$ cat src/rtl/rpcca_pkg.sv
`timescale 1ns / 1ps
// ----------------------------------------------------------------------------
// rpcca_pkg: shared types, constants and the CRC-32 byte update
// Types for one result item and the push bundle into the result queue.
// ----------------------------------------------------------------------------
package rpcca_pkg;

    localparam int MAX_PACKET_BYTES = 255;
    localparam int FILE_COUNT_BITS  = 16;

    localparam int POS_W            = $clog2(MAX_PACKET_BYTES + 1);
    localparam int MIN_PACKET_BYTES = 6;
    localparam int CRC_BYTES        = 4;
    localparam int HEADER_BYTES     = 3;

    localparam logic [7:0]  ACK_MATCH    = 8'hAA;
    localparam logic [7:0]  ACK_MISMATCH = 8'hFF;
    localparam logic [7:0]  ACK_NONE     = 8'h00;
    localparam logic [31:0] CRC_POLY     = 32'hEDB88320;
    localparam logic [31:0] CRC_INIT     = 32'hFFFFFFFF;

    localparam int QUEUE_DEPTH = 4;
    localparam int QPTR_W      = $clog2(QUEUE_DEPTH);
    localparam int QCNT_W      = $clog2(QUEUE_DEPTH + 1);

    typedef enum logic {
        KIND_DATA   = 1'b0,
        KIND_STATUS = 1'b1
    } kind_t;

    typedef struct packed {
        logic [15:0] file_number;
        logic        file_done;
        logic [7:0]  ack_code;
        logic        length_error;
        logic        crc_ok;
        logic [7:0]  seq_total;
        logic [7:0]  ack_seq;
        logic [7:0]  packet_type;
        logic [7:0]  data_byte;
        kind_t       kind;
        logic        end_of_run;
    } result_t;

    // Results caused by one accepted byte, already in output order.
    typedef struct packed {
        logic [1:0] num;
        result_t    first;
        result_t    second;
    } push_t;

    // Reflected CRC-32 update over one byte.
    function automatic logic [31:0] crc_byte(input logic [31:0] c_in, input logic [7:0] b);
        logic [31:0] c;
        c = c_in ^ {24'd0, b};
        for (int i = 0; i < 8; i++) begin
            c = c[0] ? ((c >> 1) ^ CRC_POLY) : (c >> 1);
        end
        return c;
    endfunction

endpackage

$ cat src/rtl/rpcca_core.sv
`timescale 1ns / 1ps
// ----------------------------------------------------------------------------
// rpcca_core: per-packet state, CRC tracking and result build
// Updates packet state on each accepted byte and forms up to two results.
// ----------------------------------------------------------------------------
module rpcca_core (
    input  logic                 aclk,
    input  logic                 aresetn,
    input  logic                 in_accept,
    input  logic [7:0]           in_byte,
    input  logic                 in_last,
    output rpcca_pkg::push_t     push
);

    localparam int PW = rpcca_pkg::POS_W;
    localparam int FW = rpcca_pkg::FILE_COUNT_BITS;

    logic [PW-1:0] pos_reg,      pos_next;
    logic          too_long_reg, too_long_next;
    logic [31:0]   crc_reg,      crc_next;
    logic [7:0]    tail_reg [4];
    logic [7:0]    tail_next [4];
    logic [7:0]    type_reg,     type_next;
    logic [7:0]    seq_reg,      seq_next;
    logic [7:0]    count_reg,    count_next;
    logic [FW-1:0] file_reg,     file_next;

    logic          leave_valid;
    logic          leave_data;
    logic [31:0]   crc_upd;
    logic [PW:0]   len;
    logic          len_err;
    logic          ok;
    logic          done;
    logic [31:0]   rx_crc;
    logic [31:0]   file_ext;
    rpcca_pkg::result_t data_res;
    rpcca_pkg::result_t stat_res;

    always_comb begin
        leave_valid = too_long_reg || (pos_reg >= PW'(rpcca_pkg::CRC_BYTES));
        leave_data  = too_long_reg ||
                      (pos_reg >= PW'(rpcca_pkg::CRC_BYTES + rpcca_pkg::HEADER_BYTES));
        crc_upd     = leave_valid ? rpcca_pkg::crc_byte(crc_reg, tail_reg[0]) : crc_reg;

        type_next  = (pos_reg == PW'(0) && !too_long_reg) ? in_byte : type_reg;
        seq_next   = (pos_reg == PW'(1) && !too_long_reg) ? in_byte : seq_reg;
        count_next = (pos_reg == PW'(2) && !too_long_reg) ? in_byte : count_reg;

        tail_next[0] = tail_reg[1];
        tail_next[1] = tail_reg[2];
        tail_next[2] = tail_reg[3];
        tail_next[3] = in_byte;

        len = {1'b0, pos_reg} + (PW+1)'(1);
        if (pos_reg >= PW'(rpcca_pkg::MAX_PACKET_BYTES)) begin
            too_long_next = 1'b1;
            pos_next      = pos_reg;
        end else begin
            too_long_next = too_long_reg;
            pos_next      = pos_reg + PW'(1);
        end

        len_err  = too_long_next || (len < (PW+1)'(rpcca_pkg::MIN_PACKET_BYTES));
        rx_crc   = {in_byte, tail_reg[3], tail_reg[2], tail_reg[1]};
        ok       = !len_err && ((crc_upd ^ rpcca_pkg::CRC_INIT) == rx_crc);
        done     = !len_err && (type_next == 8'd0) && ((seq_next + 8'd1) == count_next);
        file_ext = 32'(file_reg);

        data_res            = '0;
        data_res.kind       = rpcca_pkg::KIND_DATA;
        data_res.data_byte  = tail_reg[0];
        data_res.end_of_run = !in_last;

        stat_res              = '0;
        stat_res.kind         = rpcca_pkg::KIND_STATUS;
        stat_res.packet_type  = type_next;
        stat_res.ack_seq      = seq_next;
        stat_res.seq_total    = count_next;
        stat_res.crc_ok       = ok;
        stat_res.length_error = len_err;
        stat_res.ack_code     = len_err ? rpcca_pkg::ACK_NONE :
                                (ok ? rpcca_pkg::ACK_MATCH : rpcca_pkg::ACK_MISMATCH);
        stat_res.file_done    = done;
        stat_res.file_number  = file_ext[15:0];
        stat_res.end_of_run   = 1'b1;

        push        = '0;
        push.second = stat_res;
        if (in_accept) begin
            if (leave_data) begin
                push.first = data_res;
                push.num   = in_last ? 2'd2 : 2'd1;
            end else begin
                push.first = stat_res;
                push.num   = in_last ? 2'd1 : 2'd0;
            end
        end else begin
            push.first = data_res;
        end

        file_next = (in_last && done) ? file_reg + FW'(1) : file_reg;
        crc_next  = crc_upd;
    end

    always_ff @(posedge aclk) begin
        if (!aresetn || (in_accept && in_last)) begin
            pos_reg      <= '0;
            too_long_reg <= 1'b0;
            crc_reg      <= rpcca_pkg::CRC_INIT;
            type_reg     <= '0;
            seq_reg      <= '0;
            count_reg    <= '0;
            for (int i = 0; i < 4; i++) begin
                tail_reg[i] <= '0;
            end
        end else if (in_accept) begin
            pos_reg      <= pos_next;
            too_long_reg <= too_long_next;
            crc_reg      <= crc_next;
            type_reg     <= type_next;
            seq_reg      <= seq_next;
            count_reg    <= count_next;
            for (int i = 0; i < 4; i++) begin
                tail_reg[i] <= tail_next[i];
            end
        end
    end

    always_ff @(posedge aclk) begin
        if (!aresetn) begin
            file_reg <= FW'(1);
        end else if (in_accept) begin
            file_reg <= file_next;
        end
    end

endmodule

$ cat src/rtl/rpcca_queue.sv
`timescale 1ns / 1ps
// ----------------------------------------------------------------------------
// rpcca_queue: small result queue
// Takes up to two results per cycle, delivers one per cycle while pop is high.
// ----------------------------------------------------------------------------
module rpcca_queue (
    input  logic                 aclk,
    input  logic                 aresetn,
    input  rpcca_pkg::push_t     push,
    input  logic                 pop,
    output logic                 room_two,
    output logic                 not_empty,
    output rpcca_pkg::result_t   head
);

    localparam int PW = rpcca_pkg::QPTR_W;
    localparam int CW = rpcca_pkg::QCNT_W;

    rpcca_pkg::result_t slot_reg [rpcca_pkg::QUEUE_DEPTH];
    logic [PW-1:0] wr_reg, wr_next;
    logic [PW-1:0] rd_reg, rd_next;
    logic [CW-1:0] cnt_reg, cnt_next;
    logic          do_pop;

    always_comb begin
        do_pop    = pop && (cnt_reg != '0);
        wr_next   = wr_reg + PW'(push.num);
        rd_next   = do_pop ? rd_reg + PW'(1) : rd_reg;
        cnt_next  = cnt_reg + CW'(push.num) - CW'(do_pop);
        room_two  = cnt_reg <= CW'(rpcca_pkg::QUEUE_DEPTH - 2);
        not_empty = cnt_reg != '0;
        head      = slot_reg[rd_reg];
    end

    always_ff @(posedge aclk) begin
        if (push.num != 2'd0) begin
            slot_reg[wr_reg] <= push.first;
        end
        if (push.num == 2'd2) begin
            slot_reg[wr_reg + PW'(1)] <= push.second;
        end
    end

    always_ff @(posedge aclk) begin
        if (!aresetn) begin
            wr_reg  <= '0;
            rd_reg  <= '0;
            cnt_reg <= '0;
        end else begin
            wr_reg  <= wr_next;
            rd_reg  <= rd_next;
            cnt_reg <= cnt_next;
        end
    end

endmodule

$ cat src/rtl/radio_packet_crc_check_ack.sv
`timescale 1ns / 1ps
// ----------------------------------------------------------------------------
// radio_packet_crc_check_ack: received packet CRC-32 check with ACK code
// Streams packet bytes through, emits data bytes and one status item per packet.
// ----------------------------------------------------------------------------
// One packet byte enters per accepted input item, with s_axis_tlast on the final
// byte. Packet layout: type, sequence, sequence count, data, then a little-endian
// CRC-32 (reflected, all-ones start, final inversion) over all bytes before it.
// Data bytes come out as they leave a four-byte delay line, so output lags input
// by four bytes; keep them only if the packet's status item reports crc_ok. The
// final byte also yields a status item (m_axis_tuser high) with the verdict, the
// ACK code (0xAA match, 0xFF mismatch, 0x00 on length error), the echoed header
// and the file counter. Rate: one byte per clock; each byte passes through the
// byte-wise CRC update and is pushed into a four-entry result queue.
// The final byte of a packet may push two items, so the input stalls only when
// the queue holds more than two items, i.e. when the consumer falls behind.
// Items pushed by an accepted byte are registered in the queue before they are offered.
module radio_packet_crc_check_ack (
    input  logic        aclk,
    input  logic        aresetn,
    input  logic        s_axis_tvalid,
    output logic        s_axis_tready,
    input  logic [7:0]  s_axis_tdata,   // [7:0] rx_byte
    input  logic        s_axis_tlast,   // last_byte
    output logic        m_axis_tvalid,
    input  logic        m_axis_tready,
    // [7:0] data_byte, [15:8] packet_type, [23:16] ack_seq, [31:24] seq_total,
    // [32] crc_ok, [33] length_error, [41:34] ack_code, [42] file_done,
    // [58:43] file_number, [63:59] zero
    output logic [63:0] m_axis_tdata,
    output logic        m_axis_tuser,   // kind
    output logic        m_axis_tlast    // end_of_run
);

    rpcca_pkg::push_t   push;
    rpcca_pkg::result_t head;
    logic               room_two;
    logic               not_empty;
    logic               in_accept;

    // Accept only while the queue can take both items of a final byte.
    assign s_axis_tready = room_two;
    assign in_accept     = s_axis_tvalid && room_two;

    rpcca_core u_core (
        .aclk      (aclk),
        .aresetn   (aresetn),
        .in_accept (in_accept),
        .in_byte   (s_axis_tdata),
        .in_last   (s_axis_tlast),
        .push      (push)
    );

    rpcca_queue u_queue (
        .aclk      (aclk),
        .aresetn   (aresetn),
        .push      (push),
        .pop       (m_axis_tready),
        .room_two  (room_two),
        .not_empty (not_empty),
        .head      (head)
    );

    // Pack the head result onto the master side.
    assign m_axis_tvalid = not_empty;
    assign m_axis_tuser  = head.kind;
    assign m_axis_tlast  = head.end_of_run;
    assign m_axis_tdata  = {5'd0, head.file_number, head.file_done, head.ack_code,
                            head.length_error, head.crc_ok, head.seq_total,
                            head.ack_seq, head.packet_type, head.data_byte};

endmodule
$ cat config.mk
export PLATFORM = sky130hd
export DESIGN_NAME = radio_packet_crc_check_ack
export DESIGN_NICKNAME = d
export VERILOG_FILES = /design/src/rtl/rpcca_pkg.sv /design/src/rtl/rpcca_core.sv /design/src/rtl/rpcca_queue.sv /design/src/rtl/radio_packet_crc_check_ack.sv
export SDC_FILE = /design/constraint.sdc
export NUM_CORES = 1
export LEC_CHECK = 0
export BUFFER_PORTS_ARGS = -buffer_cell sky130_fd_sc_hd__buf_2
export CAP_MARGIN = 20
export CORE_MARGIN = 2
export CORE_UTILIZATION = 50
export CTS_BUF_LIST = sky130_fd_sc_hd__clkbuf_4
export DETAILED_ROUTE_END_ITERATION = 10
export PLACE_DENSITY = 0.73
export SYNTH_ARGS = -nofsm -noshare
export SYNTH_HDL_FRONTEND = slang
export SYNTH_SLANG_ARGS = --single-unit
$ cat constraint.sdc
create_clock -name aclk -period 4.6 [get_ports aclk]
set_input_delay 0 -clock aclk [delete_from_list [all_inputs] [get_ports aclk]]
set_output_delay 0 -clock aclk [all_outputs]
set_load 0.1 [all_outputs]
---- Word level (Yosys, flattened, before mapping) ----
Memory sizes are Yosys's and may differ from the RTL's. A register that Yosys moved wholly into a read port is not among the register bits.
Index checks and enable logic that the tools add are counted.
word-level totals
  memories kept ........................... 2
  memory bits (writable) .................. 276
  output and inout port bits .............. 68
  ROM bits ................................ 0
  bits in latches ......................... 0
  flip-flop bits (word level) ............. 88
cells by class
  shift-type cells ........................ 0
  add/sub/neg operators ................... 9
  order comparisons ....................... 5
  bitwise operators ....................... 15
  reduce and logical (&&, ||, !) cells .... 24
  $mul .................................... 0
  equal/unequal tests ..................... 5
  divide/modulo/power cells ............... 0
  muxes and demuxes ....................... 35
memories
  memory            words  width  read ports  clocked after Yosys merged registers in  wr ports  RTL line           RTL
  u_queue.slot_reg  4      61     1           1                                        2         rpcca_queue.sv:19  rpcca_pkg::result_t slot_reg [rpcca_pkg::QUEUE_DEPTH];
  u_core.tail_reg   4      8      4           0                                        4         rpcca_core.sv:21   logic [7:0] tail_reg [4];
operators with widths
  operator                                                     number
  2-to-1 mux 32 bit                                            9
  inverter 13 -> 14 bit                                        8
  2-to-1 mux 8 bit                                             8
  2-to-1 mux 63 bit                                            1
  2-to-1 mux 61 bit                                            1
  == test 32 bit                                               1
  inverter 32 bit                                              1
  bitwise XOR 32 x 8 -> 32 bit                                 1
  adder 16 x 1 -> 16 bit (second input constant)               1
  adder 8 x 1 -> 8 bit (second input constant)                 2
  >= comparator 8 x 3 -> 1 bit (second input constant)         2
  logical NOT 8 bit                                            2
  2-to-1 mux 1 bit                                             11
  logical AND 1 bit                                            10
  adder 8 x 1 -> 9 bit (second input constant)                 1
  less-than comparator 9 x 3 -> 1 bit (second input constant)  1
  == test 8 x 1 -> 1 bit (second input constant)               1
  == test 8 x 2 -> 1 bit (second input constant)               1
  == test 8 bit                                                1
  >= comparator 8 bit (second input constant)                  1
  2-to-1 mux 2 bit                                             4
  2-to-1 mux 7 bit                                             1
  adder 2 x 1 -> 2 bit (second input constant)                 2
  logical NOT 1 bit                                            4
  other kinds (11)                                             18

---- Depth between registers and ports, before layout ----
An unclocked memory read counts as a cell.
  depth after elaboration ................. 29
  mapped depth ............................ 17
  gate-level depth less buffers ........... 15

---- By module ----
Synthesis repeated with hierarchy kept, for this count alone.
unflattened totals
  cells, all modules ...................... 1,553
  area total of the unflattened synthesis .. 20,034.2 um^2
modules (own cells, without submodules)
  module                      instances  sequential area each (um^2)  cells an instance  area each (um^2)
  rpcca_queue                 1          7,507.2                      640                12,241.7
  rpcca_core                  1          2,582.5                      906                7,744.9
  radio_packet_crc_check_ack  1          0.0                          7                  47.5

---- Worst setup path before layout ----
No wires, ideal clock.
  path kind ............................... reg2reg
  start point ............................. reg u_queue.cnt_reg[1]
  end point ............................... mem u_queue.slot_reg[2][10] in the netlist's numbering, enable pin
  stages on the path, launching flop included .. 8
  data arrival time ....................... 4.096 ns
  required time ........................... 4.200 ns
  buffers on the path ..................... 0
  library setup time ...................... 0.400 ns
  slack ................................... 0.104 ns
  cells stage by stage .................... dfxtp_1 > a21oi_1 > nand2_1 > nor2_1 > nand2_1 > nor2_1 > nor2_1 > inv_1
RTL lines
  element                   RTL line           RTL
  start: declaration        rpcca_queue.sv:22  logic [CW-1:0] cnt_reg, cnt_next;
  start signal: assignment  rpcca_queue.sv:52  cnt_reg <= cnt_next;
  end: declaration          rpcca_queue.sv:19

==> results.tsv <==
metric	value	unit
ys_ff_latch	342	
layout.nets	1523	
gp_congestion	0.8959	
yosys.area.top_type_share	38.30	%
skew	0.06656	ns
crit_path_end_kind	register	
clock_path_buffers	3	
cts_buffers	89	
clk_pin_slew_worst_paths	0.06	ns
netlist_instances	1374	
grt_pass1_wl	65430	µm
worstReg2RegStart	u_core.pos_reg[0]	
drt_iter0_drc	1248	
r2r_end	u_core.file_reg[0]	
pwr-share-clk	25.7	%
die_area	34720	µm²
postSynth.asyncResetShare	0	%
synth-main-ff-cell	edfxtp_1	
max_clock_freq	229.6	MHz
fillers	2650	
worstPathArrival	5.03	ns
dieWidth	186.3	µm
cts_tree	done	
power_leakage	0.006907	µW
wirelength	41910	µm
critPathMaxFanout	10	
period_minus_slack	4.355	ns
relSlewSlack	25.46	%
gr-usage-met3	4.683	%
first_pass_iters	5	
dpl.hpwl	27400	µm
io_pins	81	
synth_area	16620	µm²
drc	0	
setup_viol	0	
status	finished clean	
ir_drop	0.0006340	V
ys_seq_area_share	53.95	%
use_met1	32.62	%
stdcell_area	18770	µm²
port_buffers	75	
drive_above_1_share	21.60	%
rows	66	
critPathRequiredTime	5.27	ns
hold_viol	0	
crit_type	reg -> reg	
hold_path_end	u_core.file_reg[15]	
hold_depth	4	
largest_reg_flops	220	
reg2reg_slack	0.25	ns
seq_power_share	36.9	%
cts.sinks	342	
grt_util_met2	38.68	%
core_area	32620	µm²
final_antenna_net_count	0	
syn_area_per_cell	12.10	µm²
p_sw	4319	µW
switching_share	41.91	%
start_util	50.96	%
pwr-share-comb	37.4	%
route.vias.total	11800	
yosys.area.top_type	edfxtp_1	
clock_latency	0.77	ns
grt_max_degree	44	
worst_slew_pin_slew	1.110	ns
fin_setup_tns	0	ns
ys_types	80	
grt_pass1_vias	11750	
syn_to_final_growth	12.93	%
powerDensity	548.9	nW/µm²
r2r_cells	14	
ys_warn_count	0	
top_usage_layer	met2	
htree_levels	3	
post_dp_cell_area	17430	µm²
wl_per_cell	20.78	µm
hold_path.class	in -> reg	
holdWs	0.2292	ns
synth_edf_count	212	
die_h	186.3	µm
p_int	5986	µW
min_period_over_period	94.67	%
via_per_inst	5.848	
overflow	0	
min_from	aresetn	
ys_top_cells_by_area	edfxtp_1 (38%), dfxtp_1 (16%), mux4_2 (7.5%)	
maxSlewViolCount	0	
cap_violations	0	
start_kind	register	
clockRootBuffer	clkbuf_4	
track_usage	24.06	%
total_power	10310	µW
grt_antenna_before_repair	1	
[layout by cell type, fill, tap and decap left out, types with 7 or more instances in the layout]
| cell | count |
|---|---|
| xor2_1 | 25 |
| and3_1 | 15 |
| o41ai_1 | 9 |
| and2_1 | 77 |
| a21oi_1 | 60 |
| xnor3_1 | 29 |
| o21ai_0 | 38 |
| nand4_1 | 9 |
| clkbuf_4 | 138 |
| nor2_1 | 202 |
| nand2_1 | 63 |
| buf_2 | 75 |
| clkinv_1 | 21 |
| dlygate4sd3_1 | 14 |
| a22o_1 | 33 |
| o211ai_1 | 7 |
| nor2b_1 | 15 |
| inv_1 | 31 |
| dfxtp_1 | 128 |
| or3_1 | 7 |
| nand3_1 | 21 |
| xnor2_1 | 47 |
| a211oi_1 | 11 |
| o22a_1 | 8 |
| ha_1 | 11 |
| nor4_1 | 8 |
| mux2i_1 | 21 |
| nand4b_1 | 9 |
| nor3_1 | 22 |
| edfxtp_1 | 212 |
| mux4_2 | 55 |
| buf_4 | 24 |
[synth_stat cells, drive strengths merged, types with 22 or more instances]
cell	instances
edfxtp	212
nor2	203
dfxtp	130
and2	78
nand2	64
a21oi	63
clkbuf	61
xnor2	56
mux4	55
o21ai	43
inv	35
a22o	33
xnor3	29
buf	27
xor2	26
nand3	22
nor3	22
[power groups by stage]
stage	clock (µW)	combinational (µW)	sequential (µW)
2_1_floorplan	0	3290	3680
3_3_place_gp	0	3800	3860
3_5_place_dp	0	3820	3870
4_1_cts	2690	3840	3810
5_1_grt	2850	4020	3840
6_report	2650	3860	3800
[per-stage QoR]
| step | utilization (%) | worst slack [ns] | std cells |
|---|---|---|---|
| floorplan | - | 0.1039 | 1378 |
| global placement | 53.43 | 0.4043 | 1834 |
| detailed placement | 53.43 | 0.2627 | 1834 |
| CTS | 57.43 | 0.05842 | 2015 |
| global route | 57.55 | -0.005321 | 2017 |
| finish | 57.55 | 0.2453 | 2017 |
[final cells by class]
class	instances	area [µm²]	area share (%)
Antenna cell	1	2.502	0.01333
Inverter	35	131.4	0.6998
Tap cell	442	553.0	2.946
Clock buffer	138	1036	5.519
Clock inverter	29	131.4	0.6998
Sequential cell	342	8974	47.80
Multi-Input combinational cell	914	7189	38.30
Timing Repair Buffer	116	755.7	4.026
[timing repair]
| action | CTS | global route |
|---|---|---|
| hold endpoints to repair | 110 | 0 |
| setup endpoints to repair | 0 | 10 |
| hold buffers | 14 | 0 |
| buffers inserted | 0 | 0 |
| resized for setup | 0 | 3 |
[metal layers]
layer | wire (µm) | vias to the layer above
li1 | - | 5369
met1 | 17750 | 5814
met2 | 20080 | 532
met3 | 3114 | 81
met4 | 965 | 0
met5 | 0 | -
[worst max-delay path by stage]
stage | startpoint | end | cells past startpoint
6_report | u_core.pos_reg[0] | u_core.file_reg[0] | 14
5_1_grt | u_core.pos_reg[0] | u_core.file_reg[0] | 14
4_1_cts | u_core.pos_reg[0] | u_core.file_reg[0] | 14
3_5_place_dp | u_core.pos_reg[0] | u_core.file_reg[14] | 14
3_3_place_gp | u_core.pos_reg[0] | u_core.file_reg[7] | 14
2_1_floorplan | u_queue.cnt_reg[1] | u_queue.slot_reg[2][10] | 7
[cell families after synthesis]
family,after synthesis,synth area share [%]
flops,342,53.95
xor+xnor,114,9.401
other cells,1,0.02256
fa+ha+maj,12,0.9484
mux,76,8.716
simple gates,475,14.20
buf+inv,123,3.244
compound gates,231,9.514
[worst max-delay path, stage by stage (launching register included)]
cell,delay [ns]
dfxtp_1,0.43
ha_1,0.30
or4b_1,0.60
o21ai_1,0.24
and2_1,0.28
inv_1,0.07
ha_1,0.29
inv_1,0.06
and3_1,0.14
o221ai_1,0.21
nor4_4,0.37
nand4_4,0.26
or3_1,0.42
nand3_1,0.09
dlygate4sd3_1,0.55
No activity file was read; power rests on OpenSTA's default activity.
